## config.mk

```make
export PLATFORM = sky130hd
export DESIGN_NAME = page_replacement_policy_engine_core
export DESIGN_NICKNAME = d
export VERILOG_FILES = /design/src/prpe_pkg.sv /design/src/page_replacement_policy_engine_core.sv /design/src/prpe_ram.sv
export SDC_FILE = /design/constraint.sdc
export NUM_CORES = 1
export LEC_CHECK = 0
export BUFFER_PORTS_ARGS = -buffer_cell sky130_fd_sc_hd__buf_4
export CAP_MARGIN = 40
export CORE_ASPECT_RATIO = 1.5
export CORE_MARGIN = 4
export CORE_UTILIZATION = 65
export DETAILED_ROUTE_END_ITERATION = 10
export PLACE_DENSITY = 0.85
export REMOVE_ABC_BUFFERS = 1
export SETUP_SLACK_MARGIN = 0.02
export SLEW_MARGIN = 20
export SYNTH_ARGS = -nofsm -noshare
export SYNTH_HDL_FRONTEND = slang
export SYNTH_SLANG_ARGS = --single-unit
```

## constraint.sdc

```tcl
create_clock -name clk_i -period 12.1 [get_ports clk_i]
set_input_delay 0.605 -clock clk_i [delete_from_list [all_inputs] [get_ports clk_i]]
set_output_delay 0.605 -clock clk_i [all_outputs]
set_load 0.05 [all_outputs]
```

## src/prpe_pkg.sv

```systemverilog
package prpe_pkg;

  localparam logic [1:0] POL_LRU   = 2'd0;
  localparam logic [1:0] POL_FIFO  = 2'd1;
  localparam logic [1:0] POL_CLOCK = 2'd2;

  localparam logic [1:0] CFG_POLICY = 2'd0;
  localparam logic [1:0] CFG_WAYS   = 2'd1;

  localparam logic CMD_ACCESS = 1'b0;
  localparam logic CMD_CLEAR  = 1'b1;

  localparam int CFG_IDX_BITS  = 2;
  localparam int CFG_DATA_BITS = 4;
  localparam int IN_PAGE_BITS  = 16;
  localparam int WAY_OUT_BITS  = 3;
  localparam int COUNT_BITS    = 32;

  typedef logic [COUNT_BITS-1:0] count_t;

endpackage

```

## src/page_replacement_policy_engine_core.sv

```systemverilog
// Fully associative page store with LRU, FIFO and second-chance clock replacement.
// Page numbers sit in a single-port-read RAM of WAYS entries; valid, recency
// and reference bits sit in flops. One request at a time: an access reads
// every frame in use (ways_in_use, clamped to 1..WAYS), one per cycle, for
// the tag match and the LRU victim; a decide state and two finish states
// follow, and the last of them registers the result once the output
// register is free. Under the clock policy a miss on a full store adds a
// pointer sweep before the finish states. A clear goes straight to the last
// finish state. The next request can be taken in the cycle in which the
// result appears, even while that result still waits on out_stall_i.
module page_replacement_policy_engine_core #(
  parameter int WAYS      = 8,
  parameter int PAGE_BITS = 16
) (
  input  logic                                clk_i,
  input  logic                                rst_ni,
  input  logic                                cfg_valid_i,
  output logic                                cfg_ready_o,
  input  logic [prpe_pkg::CFG_IDX_BITS-1:0]   cfg_index_i,
  input  logic [prpe_pkg::CFG_DATA_BITS-1:0]  cfg_wdata_i,
  input  logic                                in_valid_i,
  output logic                                in_stall_o,
  input  logic                                command_i,
  input  logic [prpe_pkg::IN_PAGE_BITS-1:0]   page_i,
  output logic                                out_valid_o,
  input  logic                                out_stall_i,
  output logic                                hit_o,
  output logic [prpe_pkg::WAY_OUT_BITS-1:0]   way_used_o,
  output logic                                evicted_valid_o,
  output logic [prpe_pkg::IN_PAGE_BITS-1:0]   evicted_page_o,
  output prpe_pkg::count_t                    hit_count_o,
  output prpe_pkg::count_t                    access_count_o
);
  import prpe_pkg::*;

  localparam int IW = (WAYS > 1) ? $clog2(WAYS) : 1;
  localparam int CW = $clog2(WAYS + 1);

  localparam logic [2:0] S_IDLE   = 3'd0;
  localparam logic [2:0] S_SCAN   = 3'd1;
  localparam logic [2:0] S_DECIDE = 3'd2;
  localparam logic [2:0] S_CLOCK  = 3'd3;
  localparam logic [2:0] S_FIN0   = 3'd4;
  localparam logic [2:0] S_FIN1   = 3'd5;

  logic [2:0]           st_q, st_d;
  logic [1:0]           policy_q, policy_d;
  logic [3:0]           ways_q, ways_d;
  logic                 valid_q [WAYS];
  logic                 valid_d [WAYS];
  logic [IW-1:0]        rank_q [WAYS];
  logic [IW-1:0]        rank_d [WAYS];
  logic                 ref_q [WAYS];
  logic                 ref_d [WAYS];
  logic [CW-1:0]        occ_q, occ_d;
  logic [IW-1:0]        ptr_q, ptr_d;
  count_t               hits_q, hits_d;
  count_t               acc_q, acc_d;
  logic                 clr_q, clr_d;
  logic [PAGE_BITS-1:0] page_q, page_d;
  logic [CW-1:0]        cnt_q, cnt_d;
  logic                 cmp_v_q, cmp_v_d;
  logic [IW-1:0]        cmp_idx_q, cmp_idx_d;
  logic                 hit_q, hit_d;
  logic [IW-1:0]        hit_idx_q, hit_idx_d;
  logic [IW-1:0]        best_q, best_d;
  logic [IW-1:0]        way_q, way_d;
  logic                 ev_q, ev_d;

  logic                 out_v_q, out_v_d;
  logic                 o_hit_q, o_hit_d;
  logic [WAY_OUT_BITS-1:0] o_way_q, o_way_d;
  logic                 o_ev_q, o_ev_d;
  logic [IN_PAGE_BITS-1:0] o_evp_q, o_evp_d;
  count_t               o_hc_q, o_hc_d;
  count_t               o_ac_q, o_ac_d;

  logic                 ram_we, ram_re;
  logic [IW-1:0]        ram_waddr, ram_raddr;
  logic [PAGE_BITS-1:0] ram_rdata;

  logic [CW-1:0]        lim;
  logic                 in_acc;
  logic                 out_free;
  logic [31:0]          page_ext, way_ext, evp_ext;

  prpe_ram #(.WIDTH(PAGE_BITS), .DEPTH(WAYS)) u_page_ram (
    .clk_i  (clk_i),
    .we_i   (ram_we),
    .waddr_i(ram_waddr),
    .wdata_i(page_q),
    .re_i   (ram_re),
    .raddr_i(ram_raddr),
    .rdata_o(ram_rdata)
  );

  always_comb begin
    if (ways_q == 4'd0) begin
      lim = CW'(1);
    end else if (32'(ways_q) > 32'(WAYS)) begin
      lim = CW'(WAYS);
    end else begin
      lim = CW'(ways_q);
    end
  end

  assign cfg_ready_o = 1'b1;
  assign in_stall_o  = (st_q != S_IDLE);
  assign in_acc      = in_valid_i && !in_stall_o;
  assign out_free    = !(out_v_q && out_stall_i);
  assign page_ext    = 32'(page_i);

  always_comb begin
    logic [CW-1:0] nxt;
    logic          age_all;
    logic [IW-1:0] old_rank;
    st_d      = st_q;
    policy_d  = policy_q;
    ways_d    = ways_q;
    valid_d   = valid_q;
    rank_d    = rank_q;
    ref_d     = ref_q;
    occ_d     = occ_q;
    ptr_d     = ptr_q;
    hits_d    = hits_q;
    acc_d     = acc_q;
    clr_d     = clr_q;
    page_d    = page_q;
    cnt_d     = cnt_q;
    cmp_v_d   = 1'b0;
    cmp_idx_d = cmp_idx_q;
    hit_d     = hit_q;
    hit_idx_d = hit_idx_q;
    best_d    = best_q;
    way_d     = way_q;
    ev_d      = ev_q;
    out_v_d   = out_v_q && out_stall_i;
    o_hit_d   = o_hit_q;
    o_way_d   = o_way_q;
    o_ev_d    = o_ev_q;
    o_evp_d   = o_evp_q;
    o_hc_d    = o_hc_q;
    o_ac_d    = o_ac_q;
    ram_we    = 1'b0;
    ram_re    = 1'b0;
    ram_waddr = way_q;
    ram_raddr = cnt_q[IW-1:0];
    nxt       = CW'(ptr_q) + CW'(1);
    age_all   = 1'b0;
    old_rank  = '0;
    way_ext   = '0;
    evp_ext   = '0;

    if (cfg_valid_i) begin
      unique case (cfg_index_i)
        CFG_POLICY: policy_d = cfg_wdata_i[1:0];
        CFG_WAYS:   ways_d   = cfg_wdata_i;
        default: ;
      endcase
    end

    unique case (st_q)
      S_IDLE: begin
        if (in_acc) begin
          page_d = page_ext[PAGE_BITS-1:0];
          if (command_i == CMD_CLEAR) begin
            for (int i = 0; i < WAYS; i++) begin
              valid_d[i] = 1'b0;
              rank_d[i]  = '0;
              ref_d[i]   = 1'b0;
            end
            occ_d  = '0;
            ptr_d  = '0;
            hits_d = '0;
            acc_d  = '0;
            clr_d  = 1'b1;
            st_d   = S_FIN1;
          end else begin
            clr_d  = 1'b0;
            if (CW'(ptr_q) >= lim) begin
              ptr_d = '0;
            end
            cnt_d  = '0;
            hit_d  = 1'b0;
            best_d = '0;
            ev_d   = 1'b0;
            st_d   = S_SCAN;
          end
        end
      end
      S_SCAN: begin
        if (cnt_q < lim) begin
          ram_re    = 1'b1;
          cmp_v_d   = 1'b1;
          cmp_idx_d = cnt_q[IW-1:0];
          cnt_d     = cnt_q + CW'(1);
        end else if (!cmp_v_q) begin
          st_d = S_DECIDE;
        end
        if (cmp_v_q) begin
          if (!hit_q && valid_q[cmp_idx_q] && ram_rdata == page_q) begin
            hit_d     = 1'b1;
            hit_idx_d = cmp_idx_q;
          end
          if (rank_q[cmp_idx_q] > rank_q[best_q]) begin
            best_d = cmp_idx_q;
          end
        end
      end
      S_DECIDE: begin
        cnt_d = '0;
        st_d  = S_FIN0;
        if (hit_q) begin
          way_d = hit_idx_q;
        end else if (occ_q < lim) begin
          way_d = occ_q[IW-1:0];
          occ_d = occ_q + CW'(1);
        end else begin
          ev_d = 1'b1;
          case (policy_q)
            POL_FIFO:  way_d = ptr_q;
            POL_CLOCK: st_d  = S_CLOCK;
            default:   way_d = best_q;
          endcase
        end
      end
      S_CLOCK: begin
        if (cnt_q == lim || !ref_q[ptr_q]) begin
          way_d = ptr_q;
          st_d  = S_FIN0;
        end else begin
          ref_d[ptr_q] = 1'b0;
          ptr_d = (nxt == lim) ? '0 : nxt[IW-1:0];
          cnt_d = cnt_q + CW'(1);
        end
      end
      S_FIN0: begin
        ram_re    = 1'b1;
        ram_raddr = way_q;
        st_d      = S_FIN1;
      end
      S_FIN1: begin
        if (out_free) begin
          out_v_d = 1'b1;
          st_d    = S_IDLE;
          if (clr_q) begin
            o_hit_d = 1'b0;
            o_way_d = '0;
            o_ev_d  = 1'b0;
            o_evp_d = '0;
            o_hc_d  = '0;
            o_ac_d  = '0;
          end else begin
            old_rank = rank_q[way_q];
            age_all  = !hit_q;
            for (int i = 0; i < WAYS; i++) begin
              if (IW'(i) != way_q && valid_q[i] && (age_all || rank_q[i] < old_rank)
                  && rank_q[i] < IW'(WAYS - 1)) begin
                rank_d[i] = rank_q[i] + IW'(1);
              end
            end
            rank_d[way_q] = '0;
            ref_d[way_q]  = 1'b1;
            if (!hit_q) begin
              ram_we         = 1'b1;
              valid_d[way_q] = 1'b1;
              nxt            = CW'(way_q) + CW'(1);
              ptr_d          = (nxt == lim) ? '0 : nxt[IW-1:0];
            end
            if (hit_q && hits_q != '1) begin
              hits_d = hits_q + count_t'(1);
            end
            if (acc_q != '1) begin
              acc_d = acc_q + count_t'(1);
            end
            way_ext = 32'(way_q);
            evp_ext = 32'(ram_rdata);
            o_hit_d = hit_q;
            o_way_d = way_ext[WAY_OUT_BITS-1:0];
            o_ev_d  = ev_q;
            o_evp_d = ev_q ? evp_ext[IN_PAGE_BITS-1:0] : '0;
            o_hc_d  = (hit_q && hits_q != '1) ? hits_q + count_t'(1) : hits_q;
            o_ac_d  = (acc_q != '1) ? acc_q + count_t'(1) : acc_q;
          end
        end
      end
      default: st_d = S_IDLE;
    endcase
  end

  always_ff @(posedge clk_i or negedge rst_ni) begin
    if (!rst_ni) begin
      st_q     <= S_IDLE;
      policy_q <= POL_LRU;
      ways_q   <= 4'd8;
      for (int i = 0; i < WAYS; i++) begin
        valid_q[i] <= 1'b0;
        rank_q[i]  <= '0;
        ref_q[i]   <= 1'b0;
      end
      occ_q    <= '0;
      ptr_q    <= '0;
      hits_q   <= '0;
      acc_q    <= '0;
      clr_q    <= 1'b0;
      cnt_q    <= '0;
      cmp_v_q  <= 1'b0;
      hit_q    <= 1'b0;
      ev_q     <= 1'b0;
      out_v_q  <= 1'b0;
    end else begin
      st_q     <= st_d;
      policy_q <= policy_d;
      ways_q   <= ways_d;
      valid_q  <= valid_d;
      rank_q   <= rank_d;
      ref_q    <= ref_d;
      occ_q    <= occ_d;
      ptr_q    <= ptr_d;
      hits_q   <= hits_d;
      acc_q    <= acc_d;
      clr_q    <= clr_d;
      cnt_q    <= cnt_d;
      cmp_v_q  <= cmp_v_d;
      hit_q    <= hit_d;
      ev_q     <= ev_d;
      out_v_q  <= out_v_d;
    end
  end

  always_ff @(posedge clk_i) begin
    page_q    <= page_d;
    cmp_idx_q <= cmp_idx_d;
    hit_idx_q <= hit_idx_d;
    best_q    <= best_d;
    way_q     <= way_d;
    o_hit_q   <= o_hit_d;
    o_way_q   <= o_way_d;
    o_ev_q    <= o_ev_d;
    o_evp_q   <= o_evp_d;
    o_hc_q    <= o_hc_d;
    o_ac_q    <= o_ac_d;
  end

  assign out_valid_o     = out_v_q;
  assign hit_o           = o_hit_q;
  assign way_used_o      = o_way_q;
  assign evicted_valid_o = o_ev_q;
  assign evicted_page_o  = o_evp_q;
  assign hit_count_o     = o_hc_q;
  assign access_count_o  = o_ac_q;

  a_busy_after_request: assert property (@(posedge clk_i) disable iff (!rst_ni)
    in_acc |=> in_stall_o)
    else $error("request taken while busy");

  a_occ_bound: assert property (@(posedge clk_i) disable iff (!rst_ni)
    32'(occ_q) <= 32'(WAYS))
    else $error("occupancy above frame count");

  a_result_from_commit: assert property (@(posedge clk_i) disable iff (!rst_ni)
    $rose(out_v_q) |-> $past(st_q) == S_FIN1)
    else $error("result loaded outside commit");

  a_hit_no_evict: assert property (@(posedge clk_i) disable iff (!rst_ni)
    (out_v_q && o_hit_q) |-> !o_ev_q)
    else $error("hit reported with eviction");

endmodule

```

## src/prpe_ram.sv

```systemverilog
module prpe_ram #(
  parameter int WIDTH = 16,
  parameter int DEPTH = 8
) (
  input  logic                                  clk_i,
  input  logic                                  we_i,
  input  logic [(DEPTH > 1 ? $clog2(DEPTH) : 1)-1:0] waddr_i,
  input  logic [WIDTH-1:0]                      wdata_i,
  input  logic                                  re_i,
  input  logic [(DEPTH > 1 ? $clog2(DEPTH) : 1)-1:0] raddr_i,
  output logic [WIDTH-1:0]                      rdata_o
);

  logic [WIDTH-1:0] mem_q [DEPTH];
  logic [WIDTH-1:0] rdata_q;

  always_ff @(posedge clk_i) begin
    if (we_i) begin
      mem_q[waddr_i] <= wdata_i;
    end
    if (re_i) begin
      rdata_q <= mem_q[raddr_i];
    end
  end

  assign rdata_o = rdata_q;

endmodule
```

==> out/results.ini <==
[synth]
async_flop_share_pct = 33.4
ys_warn_count = 0
ys_seq_area_share_pct = 57.8
synth_xor_area_share_pct = 3.70
synthCells = 1559
synthMuxAreaShare_pct = 8.12
synth_top_family_by_area = simple AND/OR/NAND/NOR gates
syn_area_per_cell_um2 = 12.2
synth_cell_types = 70
synth_flop_cell = edfxtp_1
synth_area_mm2 = 0.0189
synth-compound-area-share_pct = 11.7
yosys.area_share.simple_pct = 13.1
yosys.area_share.adder_pct = 3.17
ys_seq_elements = 386
synth-edff-count = 257

[worst_setup_path]
arrival_ps = 4530
max_stage_delay_ps = 740
crit_type = flip-flop to flip-flop
crit_required_ps = 12510
crit_path_cell_trace = clkinv_1, nor3_1, a22o_1, a221oi_1, and3_1, ha_1, or4_1, o2bb2ai_1, o21ai_0, a32o_1
reg2reg_to = rank_q[13]$_DFFE_PN0P_
worstSetupEndpoint = rank_q[13]$_DFFE_PN0P_
crit_path_start = ram_waddr[0]$_DFFE_PP_
critPathBufInv = 1
slowest_stage = edfxtp_1
r2r-start = ram_waddr[0]$_DFFE_PP_
reg2reg_slack_ps = 7970
worst-path-stages = 10
reg2reg_depth = 10
cp-end-kind = flip-flop
cp-start-kind = flip-flop
critPathMaxFanout = 16
critPathTopFamily = simple AND/OR/NAND/NOR gates

[die]
core_area_mm2 = 0.0287
start_util_pct = 66.0
die_h_um = 217
rows = 76
die_w_um = 147
dieArea_mm2 = 0.0320
ios = 116

[sta]
final-setup-viol-count = 0
tns_ps = 0
fin_skew_ps = 25.5
clock.fmax_ghz = 0.242
tightest_slew_ps = 860
slew_viol_final = 0
finalHoldViolCount = 0
rsz0062_at_grt = false
fin_crit_sh_pct = 34.1
layout_min_cycle_time_ps = 4130
max_slew_margin_pct = 42.7
fin_ws_ps = 7970

[power]
pwr_density_cell_mw_per_mm2 = 213
vdd_ir_drop_max_uv = 125
leakage_nw = 7.99

[finish]
area_delta_synth_final_pct = 13.7
final_core_util_pct = 75.0
drive_above_1_share_pct = 18.1
mostFrequentLayoutCells = edfxtp_1, buf_4, nor2_1, dfrtp_1
finalNonFillerCells = 2070
fin_nets = 1730
layout_commonest_cell = edfxtp_1
diodes = 0

[routing]
antenna_left = 0
dr.first_iter.drc_count = 1684
num_vias = 14000
via_per_inst = 6.77
drc = 0
wl_per_cell_um = 23.4
wl_um = 48500
drt_pass1_iterations = 6

[placement]
dp_hpwl_um = 30500
port-buffer-count = 114
pre_cts_ws_ps = 8100
placedCellCount = 2001
globalplace.congestion = 0.985

[clocking]
htree_levels = 2
clock_path_buffers = 3
cts_root_buf = clkbuf_16
ctsHoldBuffers = 0
cts_tree = built
cts_setup_buffers = 0
post_cts_resized = 0
clk_pin_slew_ps = 70
clock-sinks = 386
clk_latency_ps = 540
cts_made_buffers = 35

[grt]
antenna_found_initial = 0
grt_usage_pct = 30.3
grt_pass1_wl_um = 76100
overflow = 0
grt_pass1_vias = 13700
grt_start_max_net_pins = 85

[run_status]
status = completed

[job]
cap_violations = 0

[min_path]
hp-class = input pin to async pin

## cell families after synthesis
| family | after synthesis |
|---|---|
| flops | 386 |
| compound gates | 345 |
| mux | 90 |
| xor+xnor | 80 |
| buf+inv | 111 |
| fa+ha+maj | 48 |
| simple gates | 498 |
| other cells | 1 |
## final cells by class
type / instances / area, um2
Clock inverter: 17 / 233
Fill cell: 1826 / 7180
Tap cell: 390 / 488
Inverter: 23 / 86.3
Timing Repair Buffer: 146 / 1200
Sequential cell: 386 / 10900
Multi-Input combinational cell: 1062 / 7630
Clock buffer: 46 / 948
## sequential cells by signal, indices dropped and copies added, names as in the netlist, 2 cells and up
name	cells
evicted_page_o	16
best_q	3
access_count_o	32
cmp_idx_q	3
u_page_ram.mem_q	128
valid_q	8
acc_q	32
st_q	3
u_page_ram.rdata_o	16
ways_q	4
page_q	16
ram_waddr	3
way_used_o	3
ptr_q	3
hit_idx_q	3
cnt_q	4
hits_q	32
occ_q	4
policy_q	2
ref_q	8
rank_q	24
hit_count_o	32
## cell usage after synthesis (all sizes together), types with 23 or more instances
cell / instances / area share, %
ha: 48 / 3.2
clkbuf: 56 / 1.1
xnor2: 33 / 1.5
edfxtp: 257 / 41
a21oi: 72 / 1.9
nor2: 129 / 2.6
mux2: 29 / 1.7
o31ai: 23 / 0.98
a31oi: 33 / 1.1
mux4: 48 / 5.7
and2: 24 / 0.79
buf: 32 / 0.87
nand2: 106 / 2.1
o21ai: 110 / 2.9
nor3: 35 / 0.98
nand3: 69 / 1.8
nand4: 35 / 1.2
xor2: 47 / 2.2
dfrtp: 128 / 17
## worst reg2reg max path, cell delays in order (launching register included)
cell	delay, ps
edfxtp_1	740
clkinv_1	440
nor3_1	650
a22o_1	250
a221oi_1	40
and3_1	320
ha_1	250
or4_1	520
o2bb2ai_1	330
o21ai_0	190
a32o_1	270
## through the flow
stage	hold slack, ps	total power [W]	instance area, um2
6_report	51.5	0.00460	21500
5_1_grt	72.1	0.00479	21500
4_1_cts	41.3	0.00458	21400
3_5_place_dp	497	0.00341	20300
3_3_place_gp	476	0.00333	20100
2_1_floorplan	309	0.00290	18600
## power by group
group / switching (W) / internal, W / leakage [nW]
clock network: 0.000497 / 0.000665 / 0.574
logic: 0.000932 / 0.000560 / 3.30
registers: 0.000262 / 0.00168 / 4.12
## how the worst min path moves through the flow
stage | slack [ps] | to | startpoint | cells past startpoint
global route | 70 | st_q[2]$_DFFE_PN0P_ | rst_ni | 1
global placement | 480 | ev_q$_DFFE_PN0P_ | ev_q$_DFFE_PN0P_ | 2
finish | 50 | cnt_q[2]$_DFFE_PN0P_ | rst_ni | 1
detailed placement | 500 | ways_q[0]$_DFFE_PN0P_ | ways_q[0]$_DFFE_PN0P_ | 1
floorplan | 310 | acc_q[0]$_DFFE_PN0P_ | rst_ni | 0
CTS | 40 | cnt_q[2]$_DFFE_PN0P_ | rst_ni | 1
## metal layers
metal	global-route usage [%]	wire, um	up-vias
met5	0	0	-
met4	12.3	2080	0
met3	4.44	3800	168
met2	52.7	25200	850
met1	38.3	17400	6870
li1	-	-	6123
Power figures use the tool's default switching activity.
